--- config.mk ---
export PLATFORM = sky130hd
export DESIGN_NAME = glob_wildcard_matcher_core_flat
export DESIGN_NICKNAME = d
export VERILOG_FILES = /design/src/design/gwm_pkg.sv /design/src/design/gwm_in_if.sv /design/src/design/gwm_out_if.sv /design/src/design/gwm_step.sv /design/src/design/glob_wildcard_matcher_core.sv /design/src/flat_wrapper.sv
export SDC_FILE = /design/constraint.sdc
export NUM_CORES = 1
export LEC_CHECK = 0
export ABC_AREA = 0
export BUFFER_PORTS_ARGS = -buffer_cell sky130_fd_sc_hd__buf_2
export CAP_MARGIN = 40
export CORE_ASPECT_RATIO = 2
export CORE_MARGIN = 2
export CORE_UTILIZATION = 41
export CTS_CLUSTER_DIAMETER = 40
export DETAILED_ROUTE_END_ITERATION = 16
export HOLD_SLACK_MARGIN = 0.1
export PLACE_DENSITY_LB_ADDON = 0.12
export SYNTH_ARGS = -nofsm -noshare
export SYNTH_HDL_FRONTEND = slang
export SYNTH_HIERARCHICAL = 1
export SYNTH_SLANG_ARGS = --single-unit
--- constraint.sdc ---
create_clock -name clk -period 8 [get_ports clk]
set_clock_uncertainty 0.05 [all_clocks]
set_input_delay 1.6 -clock clk [delete_from_list [all_inputs] [get_ports clk]]
set_output_delay 1.6 -clock clk [all_outputs]
set_load 0.005 [all_outputs]
--- src/design/gwm_pkg.sv ---
// Shared types, constants and the star-closure function for the glob wildcard matcher.
// No dependencies; gwm_in_if, gwm_step and the core use this package.
package gwm_pkg;

    localparam int MAX_PATTERN  = 32;
    localparam int POS_N        = MAX_PATTERN + 1;
    localparam int LEN_W        = $clog2(MAX_PATTERN + 1);
    localparam int IDX_W        = (MAX_PATTERN > 1) ? $clog2(MAX_PATTERN) : 1;
    localparam int CLOSE_LEVELS = (POS_N > 1) ? $clog2(POS_N) : 1;
    localparam int OP_W         = 2;
    localparam int CHAR_W       = 8;

    localparam logic [CHAR_W-1:0] STAR_BYTE = 8'h2A;
    localparam logic [CHAR_W-1:0] ANY_BYTE  = 8'h3F;

    typedef enum logic [OP_W-1:0] {
        OP_CLEAR  = 2'd0,
        OP_APPEND = 2'd1,
        OP_TEXT   = 2'd2,
        OP_END    = 2'd3
    } gwm_op_t;

    typedef logic [POS_N-1:0]       pos_vec_t;
    typedef logic [MAX_PATTERN-1:0] star_vec_t;
    typedef logic [CHAR_W-1:0]      char_t;

    typedef struct packed {
        logic [LEN_W-1:0] length;
        star_vec_t        star;
        pos_vec_t         active;
        logic             overflow;
    } gwm_state_t;

    typedef struct packed {
        logic             emit;
        logic             matched;
        logic             overflow;
        logic             store_we;
        logic [IDX_W-1:0] store_idx;
    } gwm_ctrl_t;

    // Carry each active position forward across runs of stars:
    // c[i] = seed[i] | (c[i-1] & star[i-1]), as a log-depth prefix network.
    function automatic pos_vec_t gwm_close(input pos_vec_t seed, input star_vec_t star);
        pos_vec_t g;
        pos_vec_t p;
        g = seed;
        p = {star, 1'b0};
        for (int l = 0; l < CLOSE_LEVELS; l++) begin
            g = g | (p & (g << (1 << l)));
            p = p & (p << (1 << l));
        end
        return g;
    endfunction

endpackage

--- src/design/gwm_in_if.sv ---
// Input channel: valid/ready handshake carrying one opcode and one byte.
// Depends on gwm_pkg for field widths.
interface gwm_in_if;
    logic                        valid;
    logic                        ready;
    logic [gwm_pkg::OP_W-1:0]    opcode;
    logic [gwm_pkg::CHAR_W-1:0]  char_value;

    modport source (output valid, output opcode, output char_value, input ready);
    modport sink   (input valid, input opcode, input char_value, output ready);
endinterface

--- src/design/gwm_out_if.sv ---
// Result channel: valid/ready handshake carrying the match verdict and overflow flag.
// Standalone; no package needed.
interface gwm_out_if;
    logic valid;
    logic ready;
    logic matched;
    logic pattern_overflow;

    modport source (output valid, output matched, output pattern_overflow, input ready);
    modport sink   (input valid, input matched, input pattern_overflow, output ready);
endinterface

--- src/design/gwm_step.sv ---
// Next-state logic for one word: pattern clear and load, bit-parallel text advance, end of text.
// Depends on gwm_pkg (types, constants, gwm_close).
module gwm_step (
    input  gwm_pkg::gwm_op_t   op,
    input  gwm_pkg::char_t     ch,
    input  gwm_pkg::gwm_state_t cur,
    input  gwm_pkg::char_t     store [gwm_pkg::MAX_PATTERN],
    output gwm_pkg::gwm_state_t nxt,
    output gwm_pkg::gwm_ctrl_t ctrl
);
    import gwm_pkg::*;

    pos_vec_t  seed_one;
    pos_vec_t  adv;
    star_vec_t star_app;
    logic      has_room;

    assign seed_one = POS_N'(1);
    assign has_room = (cur.length < LEN_W'(MAX_PATTERN));
    assign star_app = cur.star | (MAX_PATTERN'(ch == STAR_BYTE) << cur.length);

    // Advance every active position by one text byte; stars hold in place.
    always_comb
    begin
        adv = '0;
        for (int i = 0; i < MAX_PATTERN; i++)
        begin
            if (cur.active[i] && (LEN_W'(i) < cur.length))
            begin
                if (cur.star[i])
                    adv[i] = 1'b1;
                else if (store[i] == ANY_BYTE || store[i] == ch)
                    adv[i+1] = 1'b1;
            end
        end
    end

    always_comb
    begin
        nxt  = cur;
        ctrl = '0;
        ctrl.store_idx = cur.length[IDX_W-1:0];
        unique case (op)
            OP_CLEAR:
            begin
                nxt.length   = '0;
                nxt.star     = '0;
                nxt.overflow = 1'b0;
                nxt.active   = seed_one;
            end
            OP_APPEND:
            begin
                if (has_room)
                begin
                    ctrl.store_we = 1'b1;
                    nxt.length    = cur.length + LEN_W'(1);
                    nxt.star      = star_app;
                    nxt.active    = gwm_close(seed_one, star_app);
                end
                else
                begin
                    nxt.overflow = 1'b1;
                    nxt.active   = gwm_close(seed_one, cur.star);
                end
            end
            OP_TEXT:
            begin
                nxt.active = gwm_close(adv, cur.star);
            end
            OP_END:
            begin
                ctrl.emit     = 1'b1;
                ctrl.matched  = cur.active[cur.length] & ~cur.overflow;
                ctrl.overflow = cur.overflow;
                nxt.active    = gwm_close(seed_one, cur.star);
            end
            default:
            begin
                nxt = cur;
            end
        endcase
    end

endmodule

--- src/design/glob_wildcard_matcher_core.sv ---
// Top level of the glob wildcard matcher: input register, state, result register.
// Depends on gwm_pkg, gwm_in_if, gwm_out_if and gwm_step.
//
//   channel      modport   moves                          when taken
//   ----------   -------   ----------------------------   --------------------
//   cmd_in       sink      opcode, char_value             valid && ready
//   result_out   source    matched, pattern_overflow      valid && ready
//
// One word per cycle is accepted unless an end of text word waits on a stalled
// result. A word is held in the input register, then the step logic (byte
// compares plus a log-depth star closure over all pattern positions) updates
// the state; an end of text word also loads the result register.
// Reset clears the pattern length, overflow flag and star mask and leaves only
// position zero active; pattern bytes are not reset and are read only below
// the length. A stalled result holds only end of text words; other words keep
// flowing past it.
module glob_wildcard_matcher_core (
    input  logic          clk,
    input  logic          rst_n,
    gwm_in_if.sink        cmd_in,
    gwm_out_if.source     result_out
);
    import gwm_pkg::*;

    // input register
    logic       in_valid_reg;
    logic       in_valid_next;
    gwm_op_t    in_op_reg;
    char_t      in_ch_reg;

    // matcher state and pattern bytes
    gwm_state_t state_reg;
    gwm_state_t state_next;
    char_t      store_reg [MAX_PATTERN];

    // result register
    logic       out_valid_reg;
    logic       out_valid_next;
    logic       out_matched_reg;
    logic       out_overflow_reg;

    gwm_ctrl_t  ctrl;
    logic       proc;
    logic       take;

    gwm_step u_step (
        .op    (in_op_reg),
        .ch    (in_ch_reg),
        .cur   (state_reg),
        .store (store_reg),
        .nxt   (state_next),
        .ctrl  (ctrl)
    );

    // Process the held word unless it would produce a result with nowhere to go.
    assign proc = in_valid_reg &&
                  ((in_op_reg != OP_END) || !out_valid_reg || result_out.ready);
    assign take = cmd_in.valid && cmd_in.ready;

    assign cmd_in.ready = !in_valid_reg || proc;

    assign result_out.valid            = out_valid_reg;
    assign result_out.matched          = out_matched_reg;
    assign result_out.pattern_overflow = out_overflow_reg;

    always_comb
    begin
        in_valid_next = in_valid_reg;
        if (take)
            in_valid_next = 1'b1;
        else if (proc)
            in_valid_next = 1'b0;

        out_valid_next = out_valid_reg;
        if (proc && ctrl.emit)
            out_valid_next = 1'b1;
        else if (result_out.ready)
            out_valid_next = 1'b0;
    end

    always_ff @(posedge clk or negedge rst_n)
    begin
        if (!rst_n)
        begin
            in_valid_reg     <= 1'b0;
            out_valid_reg    <= 1'b0;
            state_reg.length <= '0;
            state_reg.star   <= '0;
            state_reg.active <= POS_N'(1);
            state_reg.overflow <= 1'b0;
        end
        else
        begin
            in_valid_reg  <= in_valid_next;
            out_valid_reg <= out_valid_next;
            if (proc)
                state_reg <= state_next;
        end
    end

    // Payload: hold the input word, write pattern bytes, load the result.
    always_ff @(posedge clk)
    begin
        if (take)
        begin
            in_op_reg <= gwm_op_t'(cmd_in.opcode);
            in_ch_reg <= cmd_in.char_value;
        end
        if (proc && ctrl.store_we)
            store_reg[ctrl.store_idx] <= in_ch_reg;
        if (proc && ctrl.emit)
        begin
            out_matched_reg  <= ctrl.matched;
            out_overflow_reg <= ctrl.overflow;
        end
    end

    // No active position lies beyond the pattern end.
    a_active_in_range: assert property (@(posedge clk) disable iff (!rst_n)
        (state_reg.active >> (state_reg.length + LEN_W'(1))) == '0)
        else $error("active position beyond pattern end");

    // Star marks exist only for stored pattern bytes.
    a_star_in_range: assert property (@(posedge clk) disable iff (!rst_n)
        (state_reg.star >> state_reg.length) == '0)
        else $error("star mark beyond pattern end");

    // Overflow can only be set with a full store.
    a_overflow_full: assert property (@(posedge clk) disable iff (!rst_n)
        state_reg.overflow |-> (state_reg.length == LEN_W'(MAX_PATTERN)))
        else $error("overflow flag with room left in the store");

    // A new result follows only from a processed end of text word.
    a_result_source: assert property (@(posedge clk) disable iff (!rst_n)
        $rose(out_valid_reg) |-> $past(proc && (in_op_reg == OP_END)))
        else $error("result without end of text");

    // A matched result never carries the overflow flag.
    a_match_clean: assert property (@(posedge clk) disable iff (!rst_n)
        out_valid_reg |-> !(out_matched_reg && out_overflow_reg))
        else $error("match reported with overflow");

endmodule
--- src/flat_wrapper.sv ---
// flat-port wrapper written by rule: the top's interface ports become plain ports
module glob_wildcard_matcher_core_flat import gwm_pkg::*;
  (clk, rst_n, cmd_in_valid, cmd_in_opcode, cmd_in_char_value, cmd_in_ready, result_out_valid, result_out_matched, result_out_pattern_overflow, result_out_ready);
  gwm_in_if cmd_in_i ();
  gwm_out_if result_out_i ();
  input  logic clk;
  input  logic rst_n;
  input wire logic [$bits(cmd_in_i.valid)-1:0] cmd_in_valid;
  input wire logic [$bits(cmd_in_i.opcode)-1:0] cmd_in_opcode;
  input wire logic [$bits(cmd_in_i.char_value)-1:0] cmd_in_char_value;
  output wire logic [$bits(cmd_in_i.ready)-1:0] cmd_in_ready;
  output wire logic [$bits(result_out_i.valid)-1:0] result_out_valid;
  output wire logic [$bits(result_out_i.matched)-1:0] result_out_matched;
  output wire logic [$bits(result_out_i.pattern_overflow)-1:0] result_out_pattern_overflow;
  input wire logic [$bits(result_out_i.ready)-1:0] result_out_ready;
  assign cmd_in_i.valid = cmd_in_valid;
  assign cmd_in_i.opcode = cmd_in_opcode;
  assign cmd_in_i.char_value = cmd_in_char_value;
  assign cmd_in_ready = cmd_in_i.ready;
  assign result_out_valid = result_out_i.valid;
  assign result_out_matched = result_out_i.matched;
  assign result_out_pattern_overflow = result_out_i.pattern_overflow;
  assign result_out_i.ready = result_out_ready;
  glob_wildcard_matcher_core u_core (.clk(clk), .rst_n(rst_n), .cmd_in(cmd_in_i), .result_out(result_out_i));
endmodule
==> results of run 1 <==
==> Yosys cell counts, types with 14 or more instances <==
cell type and count:
xor2_1 203, mux2_2 73, nor4_1 82, or3_1 16
a41oi_1 17, nor3_1 30, buf_1 18, nand2_1 116
nand3_1 31, buf_2 26, edfxtp_1 268, inv_1 31
nand4_1 62, clkbuf_1 51, o21ai_0 60, and3_1 14
a21oi_1 83, a211oi_1 21, xnor2_1 57, dfrtp_1 73
nor2_1 128, a31oi_1 19
==> report_power, final <==
part | internal (mW) | switching (mW) | total [mW]
logic | 0.177 | 0.435 | 0.613
registers | 1.95 | 0.0230 | 1.97
clock network | 1.08 | 0.801 | 1.88
==> layout make-up <==
cell class | count | area (um2)
repair buffers | 64 | 522
clock buffers | 45 | 1020
fillers | 4433 | 25600
diodes | 2 | 5.00
multi-input cells | 1289 | 9030
inverters | 31 | 116
clock inverters | 27 | 359
flip-flops and latches | 342 | 9900
well taps | 632 | 791
==> through the flow <==
step / instance area (um2) / cells / total power [mW]
global placement: 20200 / 2349 / 2.60
finish: 21700 / 2432 / 4.47
CTS: 21700 / 2429 / 4.50
global route: 21700 / 2430 / 4.61
detailed placement: 20400 / 2357 / 2.61
floorplan: 19600 / 1773 / 2.37
==> worst max-delay path, cell delays in order (launching register included) <==
cell and delay, ns:
edfxtp_1 0.78, nor4b_4 0.80, and3_1 0.85, a21oi_1 0.20, or4_1 0.71, or3_4 0.49
o41ai_2 0.35, a21oi_1 0.18, o2111a_1 0.18, a221oi_2 0.22, mux2_2 0.17
==> cell families (layout without fill, tap and decap cells) <==
group           count (synthesis)  in the layout  share of synthesized area (%)
compound gates                370            370                           13.1
xor+xnor                      260            260                           11.6
fa+ha+maj                       3              3                          0.192
buf+inv                       142            167                           3.33
flops                         342            342                           50.6
mux                            84             84                           5.40
other cells                     0              2                              0
simple gates                  572            572                           15.7
==> metal layers <==
layer  wire (um)  vias to the layer above  share of wire (%)
li1            -                     6744                  -
met1       23500                     7427                 33
met2       36800                      633                 52
met3        3550                      316                5.0
met4        7280                        2                 10
met5          11                        -              0.015
==> worst min-delay path by stage <==
stage | from | to | cells past startpoint
after CTS | u_core/state_reg[26] | u_core/state_reg[26] | 1
after global routing | u_core/state_reg[26] | u_core/state_reg[26] | 1
final | u_core/state_reg[26] | u_core/state_reg[26] | 1
after detailed placement | u_core/state_reg[26] | u_core/state_reg[26] | 1
after floorplan | u_core/state_reg[64] | u_core/state_reg[64] | 1
after global placement | u_core/state_reg[14] | u_core/state_reg[14] | 1
==> run summary, run 1 <==
Status -> finished clean
Initial antenna violation count -> 5
CTS max path bufs -> 3
Inserted Clock Buffers -> 39
Final setup vio count -> 0
Hold Path Class -> reg -> reg
Clk pin slew, worst setup/hold paths -> 0.06 ns
DRT Pass-1 Iters -> 5
Synthesis-stage register bit count -> 342
Crit path required time -> 8.44 ns
CP Launch Point -> u_core/in_ch_reg[5]
Die ar. -> 49600 um2
Remaining antenna violation count after routing -> 0
Relative slew slack -> 33.8%
Number of distinct library cells after synthesis -> 87
DR DRC count -> 0
CP Capture Type -> flop
Global route hottest layer -> met2
GRT met2 Usage -> 51.5%
Post-Place Worst Slack -> 3.12 ns
Setup TNS -> 0 ns
RSZ-0062 raised after global routing -> no
WL final -> 71100 um
Ys flop type -> edfxtp_1
WS Path Type -> reg -> reg
Post-synth EDFFs -> 268
Commonest non-fill, non-tap cells in the layout -> 268 x edfxtp_1, 203 x xor2_1, 127 x nor2_1, 116 x nand2_1, 83 x a21oi_1
Final min period -> 5.05 ns
CTS resizes -> 0
Slew @ Worst Pin -> 0.987 ns
Startpoint types -> flop
Sink Count -> 342
Post-synthesis sequential area ratio -> 50.6%
Worst R2R Path Depth -> 10
Pwr per Cell Area -> 206 nW/um2
Vias per cell -> 6.22
Max-cap viol count -> 0
Final-report hold violation count -> 0
Max reg flops -> 256
Starting Density -> 41.3%
Syn_area_per_cell -> 11.0 um2
Vias in the first global route -> 15900
WP data arrival -> 5.49 ns
DP HPWL -> 50600 um
Hold_buf cts -> 0
# nets final -> 1784
Layout overhead on the synthesized area -> 11.2%
Period utilization -> 63.2%
Reg-to-reg slack, setup -> 2.95 ns
Clk root buf -> clkbuf_16
Core Area -> 47400 um2
Synthesized cell area -> 19600 um2
Worst setup margin -> 2.95 ns
Layout cells sized above 1 -> 13.6%
Most common cell after layout, fill and taps aside -> edfxtp_1
Worst r2r src -> u_core/in_ch_reg[5]
Worst-skew pair later-pin latency -> 0.56 ns
Post-synth ARST share -> 21.6%
Leakage Power -> 7.38 nW
Port buffer count -> 17
Fin. max-slew vios -> 0
I/O Pins -> 18
Area contributors post-synth -> edfxtp_1 41%, dfrtp_1 9.3%, xor2_1 9.1%
Warning count from the yosys run -> 6
Grt ovf -> 0
Routing usage on met1 -> 28.7%
Htree depth -> 2
Largest area contributor in the netlist -> edfxtp_1
Max Clk Rate -> 198 MHz
CTS tree -> built
Routability Congestion -> 1.06
Crit Reg-Reg Endpoint -> u_core/state_reg[32]
Initial DRC count -> 1294
First-pass GRT wire length -> 104000 um
Worst hold slack -> 0.478 ns
DR vias -> 15100
Peak supply drop -> 174 uV
Post-CTS Setup Bufs -> 0
Die Ht -> 313 um
Crit-path max FO -> 16
Cell row count -> 113
Mapped Cells -> 1773
Top cell type's share of synthesized area -> 41.1%
WL/cell -> 29.2 um
Syn_nets -> 1790
CP endpoint -> u_core/state_reg[32]
Die W -> 158 um
Met3 Resource Use GR -> 5.03%
Global-route usage over all layers -> 28.9%
Final Util -> 45.9%
Largest net degree at the start of global routing -> 65
Note: power is estimated with default switching activity, not from simulation.
==> run 2, diff against run 1 <==
clock period = 4.6 ns   (was 8 ns; I/O delays follow)
==> run 2 against run 1 <==
Largest cell class unchanged. Critical endpoint is now u_core/state_reg[17]. Count of clock-buffer cells in the layout up 1. Clock power rose by 68%. Maximum frequency is 11% higher. Highest routed layer is now met4. Global-route usage is 0.86 points higher. Routed wire length rose by 1.7%. Utilization increased by 1.3 points. First-iteration DRC count decreased by 14%. Largest power group unchanged.
==> run summary, run 2 (synthesized netlist as in run 1, its figures left out) <==
Status -> finished clean
Layout overhead on the synthesized area -> 14.2%
Routability Congestion -> 1.03
Inserted Clock Buffers -> 41
Remaining antenna violation count after routing -> 0
Layout cells sized above 1 -> 17.3%
DRT Pass-1 Iters -> 6
CTS resizes -> 0
Setup TNS -> 0 ns
Cells along the critical path -> buf_12 > or2_2 > buf_4 > and3_1 > a41oi_1 > o31a_1 > and3_1 > o21ai_0 > a211oi_1 > a21boi_0 > buf_4 > o21ai_0 > mux2_2
Grt ovf -> 0
Cell area after layout -> 22300 um2
Fin. max-slew vios -> 0
Ant diodes -> 0
Port buffer count -> 17
Leakage Power -> 7.80 nW
Sink Count -> 342
Max reg flops -> 256
Sw Pwr -> 2.15 mW
Worst R2R Path Depth -> 13
Slew @ Worst Pin -> 1.10 ns
Post-CTS Setup Bufs -> 0
WS Path Type -> reg -> reg
CTS max path bufs -> 3
# nets final -> 1870
Pwr per Cell Area -> 345 nW/um2
Final setup vio count -> 0
CP Buf/Inv Count -> 3
Worst path depth -> 13
Hold_buf cts -> 0
Switching share of power -> 27.9%
Max-cap viol count -> 0
CTS tree -> built
Starting Density -> 41.3%
First-pass GRT wire length -> 107000 um
Htree depth -> 2
Commonest non-fill, non-tap cells in the layout -> 268 x edfxtp_1, 203 x xor2_1, 127 x nor2_1, 122 x buf_4, 116 x nand2_1
Worst r2r src -> u_core/state_reg[71]
WP data arrival -> 4.97 ns
Die Ht -> 313 um
Max Clk Rate -> 219 MHz
Hold Path Class -> in -> async
Initial DRC count -> 1118
RSZ-0062 raised after global routing -> no
Worst-skew pair later-pin latency -> 0.57 ns
CP Launch Point -> u_core/state_reg[71]
Clk pin slew, worst setup/hold paths -> 0.06 ns
Reg-to-reg slack, setup -> 0.03 ns
Vias in the first global route -> 16300
Total power -> 7.71 mW
CP Capture Type -> flop
Die ar. -> 49600 um2
Vias per cell -> 6.14
Most common cell after layout, fill and taps aside -> edfxtp_1
Internal power -> 5.56 mW
Final-report hold violation count -> 0
Worst hold slack -> 0.314 ns
Relative slew slack -> 25.8%
Met3 wire len -> 3790 um
Final min period -> 4.57 ns
Met2 wire length -> 35900 um
Die W -> 158 um
WL final -> 72300 um
Largest net degree at the start of global routing -> 65
WL/cell -> 28.7 um
I/O Pins -> 18
Global-route usage over all layers -> 29.8%
Worst path slowest cell -> a211oi_1
Startpoint types -> flop
Routed length on met1 -> 25400 um
Crit Reg-Reg Endpoint -> u_core/state_reg[17]
Clk root buf -> clkbuf_16
Core Area -> 47400 um2
Period utilization -> 99.3%
DP HPWL -> 51600 um
Cell row count -> 113
Reg power frac -> 45.1%
DR vias -> 15400
Delay of the slowest critical-path stage -> 0.70 ns
Peak supply drop -> 357 uV
DR DRC count -> 0
Clk pwr share -> 41.0%
Area of placed instances -> 21000 um2
Combinational share of power -> 13.9%
Crit-path max FO -> 50
Highest routed layer -> met4
Critical path's top delay family -> compound AO/OA/AOI/OAI gates
CP endpoint -> u_core/state_reg[17]
Initial antenna violation count -> 0
Crit path required time -> 5.00 ns
## run 2: cell type report
class	instances	area (um2)
Fill cell	4395	25000
Clock inverter	29	262
Clock buffer	46	1040
Timing Repair Buffer	148	1200
Tap cell	632	791
Inverter	31	116
Sequential cell	342	9900
Multi-Input combinational cell	1289	9020
## run 2: per-stage QoR
| step | utilization (%) | worst slack [ns] | cells |
|---|---|---|---|
| after global placement | 44.4 | 0.329 | 2441 |
| after global routing | 47.2 | 0.113 | 2517 |
| after floorplan | - | 0.804 | 1773 |
| after CTS | 47.2 | 0.293 | 2517 |
| final | 47.2 | 0.0325 | 2517 |
| after detailed placement | 44.4 | 0.317 | 2442 |
## run 2: how the worst min path moves through the flow
stage                                      end  depth (start not counted)
final                     u_core/state_reg[57]                          1
after global routing      u_core/state_reg[54]                          1
after CTS                 u_core/state_reg[57]                          1
after detailed placement  u_core/state_reg[23]                          1
after global placement    u_core/state_reg[17]                          1
after floorplan           u_core/state_reg[64]                          1
## run 2: power groups by stage
| stage | sequential [mW] | clock, mW | combinational, mW |
|---|---|---|---|
| 2_1_floorplan | 3.51 | 0 | 0.615 |
| 3_5_place_dp | 3.54 | 0 | 1.05 |
| 6_report | 3.47 | 3.16 | 1.07 |
| 5_1_grt | 3.48 | 3.35 | 1.13 |
| 4_1_cts | 3.47 | 3.25 | 1.05 |
| 3_3_place_gp | 3.53 | 0 | 1.04 |
## run 2: metal layers
layer	vias up	global-route usage, %
li1	6894	-
met1	7608	32.0
met2	648	50.8
met3	293	4.81
met4	0	24.2
met5	-	0
==> run 3, diff against run 2 <==
==> constraint.sdc (replaced) <==
create_clock -name clk -period 4.6 [get_ports clk]
set_clock_uncertainty 0.05 [all_clocks]
set_input_delay 0.23 -clock clk [delete_from_list [all_inputs] [get_ports clk]]
set_output_delay 0.23 -clock clk [all_outputs]
set_load 0.005 [all_outputs]
==> run 3 against run 2 <==
Final area grew 0.66%. First-iteration DRC count grew 21%. Maximum frequency grew 3.1%. Power grew 0.33%. Via count grew 1.4%. Flip-flop and latch count is the same. Register-to-register slack gained 0.14 ns. Worst setup slack gained 0.14 ns. Largest power group unchanged.
==> run summary, run 3 (synthesized netlist as in run 1, its figures left out) <==
Status -> finished clean
Initial DRC count -> 1351
Startpoint types -> flop
Setup TNS -> 0 ns
Core Area -> 47400 um2
Initial antenna violation count -> 2
Worst-skew pair later-pin latency -> 0.57 ns
Relative slew slack -> 36.4%
Crit-path max FO -> 50
# nets final -> 1883
Sw Pwr -> 2.12 mW
Die Ht -> 313 um
WP data arrival -> 4.83 ns
Critical path's most frequent cell -> a21oi_1
WS Path Type -> reg -> reg
Reg power frac -> 44.9%
Clk pwr share -> 41.0%
Sink Count -> 342
Switching share of power -> 27.4%
Max Clk Rate -> 226 MHz
Cell row count -> 113
DR DRC count -> 0
Inserted Clock Buffers -> 41
Final min period -> 4.43 ns
Leakage Power -> 7.85 nW
Worst hold slack -> 0.156 ns
Global-route usage over all layers -> 29.6%
FILL cells -> 4390
Delay of the slowest critical-path stage -> 0.76 ns
CTS resizes -> 0
Final-report hold violation count -> 0
First-pass GRT wire length -> 106000 um
Remaining antenna violation count after routing -> 0
CTS tree -> built
WL/cell -> 28.6 um
Die ar. -> 49600 um2
Slew @ Worst Pin -> 0.947 ns
Final Util -> 47.5%
Layout overhead on the synthesized area -> 15.0%
Commonest non-fill, non-tap cells in the layout -> 268 x edfxtp_1, 203 x xor2_1, 127 x nor2_1, 122 x buf_4, 116 x nand2_1
Fin. max-slew vios -> 0
Final setup vio count -> 0
Max reg flops -> 256
Crit path required time -> 5.00 ns
Peak supply drop -> 341 uV
Period utilization -> 96.3%
Worst r2r src -> u_core/state_reg[71]
Worst R2R Path Depth -> 12
Internal power -> 5.62 mW
CTS max path bufs -> 3
Clk root buf -> clkbuf_16
Htree depth -> 2
Grt ovf -> 0
Max-cap viol count -> 0
Port buffer count -> 17
Die W -> 158 um
WL final -> 72300 um
Vias per cell -> 6.19
CP Capture Type -> flop
DR vias -> 15700
I/O Pins -> 18
Reg-to-reg slack, setup -> 0.17 ns
Total power -> 7.73 mW
Layout cells sized above 1 -> 16.9%
Hold Path Class -> in -> async
Crit Reg-Reg Endpoint -> u_core/state_reg[27]
Combinational share of power -> 14.0%
Vias in the first global route -> 16100
Multi-input gate area -> 9020 um2
Worst path slowest cell -> a311oi_1
Pwr per Cell Area -> 344 nW/um2
Starting Density -> 41.3%
Clk pin slew, worst setup/hold paths -> 0.06 ns
Register area -> 9900 um2
RSZ-0062 raised after global routing -> no
Routability Congestion -> 1.03
Most common cell after layout, fill and taps aside -> edfxtp_1
Largest net degree at the start of global routing -> 65
DP HPWL -> 51400 um
DRT Pass-1 Iters -> 6
Cells along the critical path -> buf_12 > or2_2 > buf_4 > and3_1 > a41oi_1 > o31a_1 > a21oi_1 > a311oi_1 > o21ai_0 > a21oi_1 > a221oi_1 > mux2_2
-- run 3: changes by cell type in the layout (fill, tap and decap cells not counted), moves of 2 or more --
cell           delta
dlygate4sd3_1    +13
inv_6             -6
diode_2           +3
clkinv_4          -2
inv_8             -2
-- run 3: critical path, delay by kind of cell (launching register included) --
family                 cells  cell delay, ns
AOI/OAI and AO/OA          7            2.33
and+or+nand+nor            2            0.66
DFF                        1            0.52
buffers and inverters      2            0.46
muxes                      1            0.30
-- run 3: power by group through the flow --
stage / Clock (mW) / Sequential [mW] / Combinational, mW
floorplan: 0 / 3.51 / 0.615
finish: 3.17 / 3.47 / 1.09
CTS: 3.26 / 3.47 / 1.06
detailed placement: 0 / 3.54 / 1.05
global route: 3.37 / 3.48 / 1.13
global placement: 0 / 3.53 / 1.04
-- run 3: stage by stage --
stage	setup slack [ns]	std cells	cell area (um2)
CTS	0.322	2526	22500
global placement	0.307	2441	21000
finish	0.168	2529	22500
floorplan	0.804	1773	19600
global route	0.173	2526	22500
detailed placement	0.367	2442	21000
-- run 3: worst max path at each step --
stage | from | to | slack [ns]
2_1_floorplan | u_core/in_ch_reg[3] | u_core/state_reg[32] | 0.80
3_3_place_gp | u_core/in_ch_reg[0] | u_core/state_reg[32] | 0.31
3_5_place_dp | u_core/in_ch_reg[0] | u_core/state_reg[32] | 0.37
4_1_cts | u_core/in_ch_reg[0] | u_core/state_reg[32] | 0.32
5_1_grt | u_core/in_ch_reg[0] | u_core/state_reg[32] | 0.17
6_report | u_core/state_reg[71] | u_core/state_reg[27] | 0.17
-- run 3: timing repair --
| item | CTS | global route |
|---|---|---|
| hold endpoints to repair | 47 | 0 |
| setup buffers | 0 | 0 |
| hold buffers | 13 | 0 |
-- run 3: cell type report --
cell class / count / share of cell area [%]
multi-input combinational: 1289 / 40.1
sequential: 342 / 44.0
clock inverter: 23 / 1.12
tap: 632 / 3.52
timing repair buffer: 161 / 5.93
inverter: 31 / 0.517
clock buffer: 48 / 4.72
antenna: 3 / 0.0334
-- run 3: layer usage --
layer	vias up	part of all wire (%)	track usage, %
met3	302	5.4	4.48
met5	-	0.019	0
met1	7734	35	32.4
met2	695	50	50.6
met4	2	9.6	22.9
li1	6919	-	-
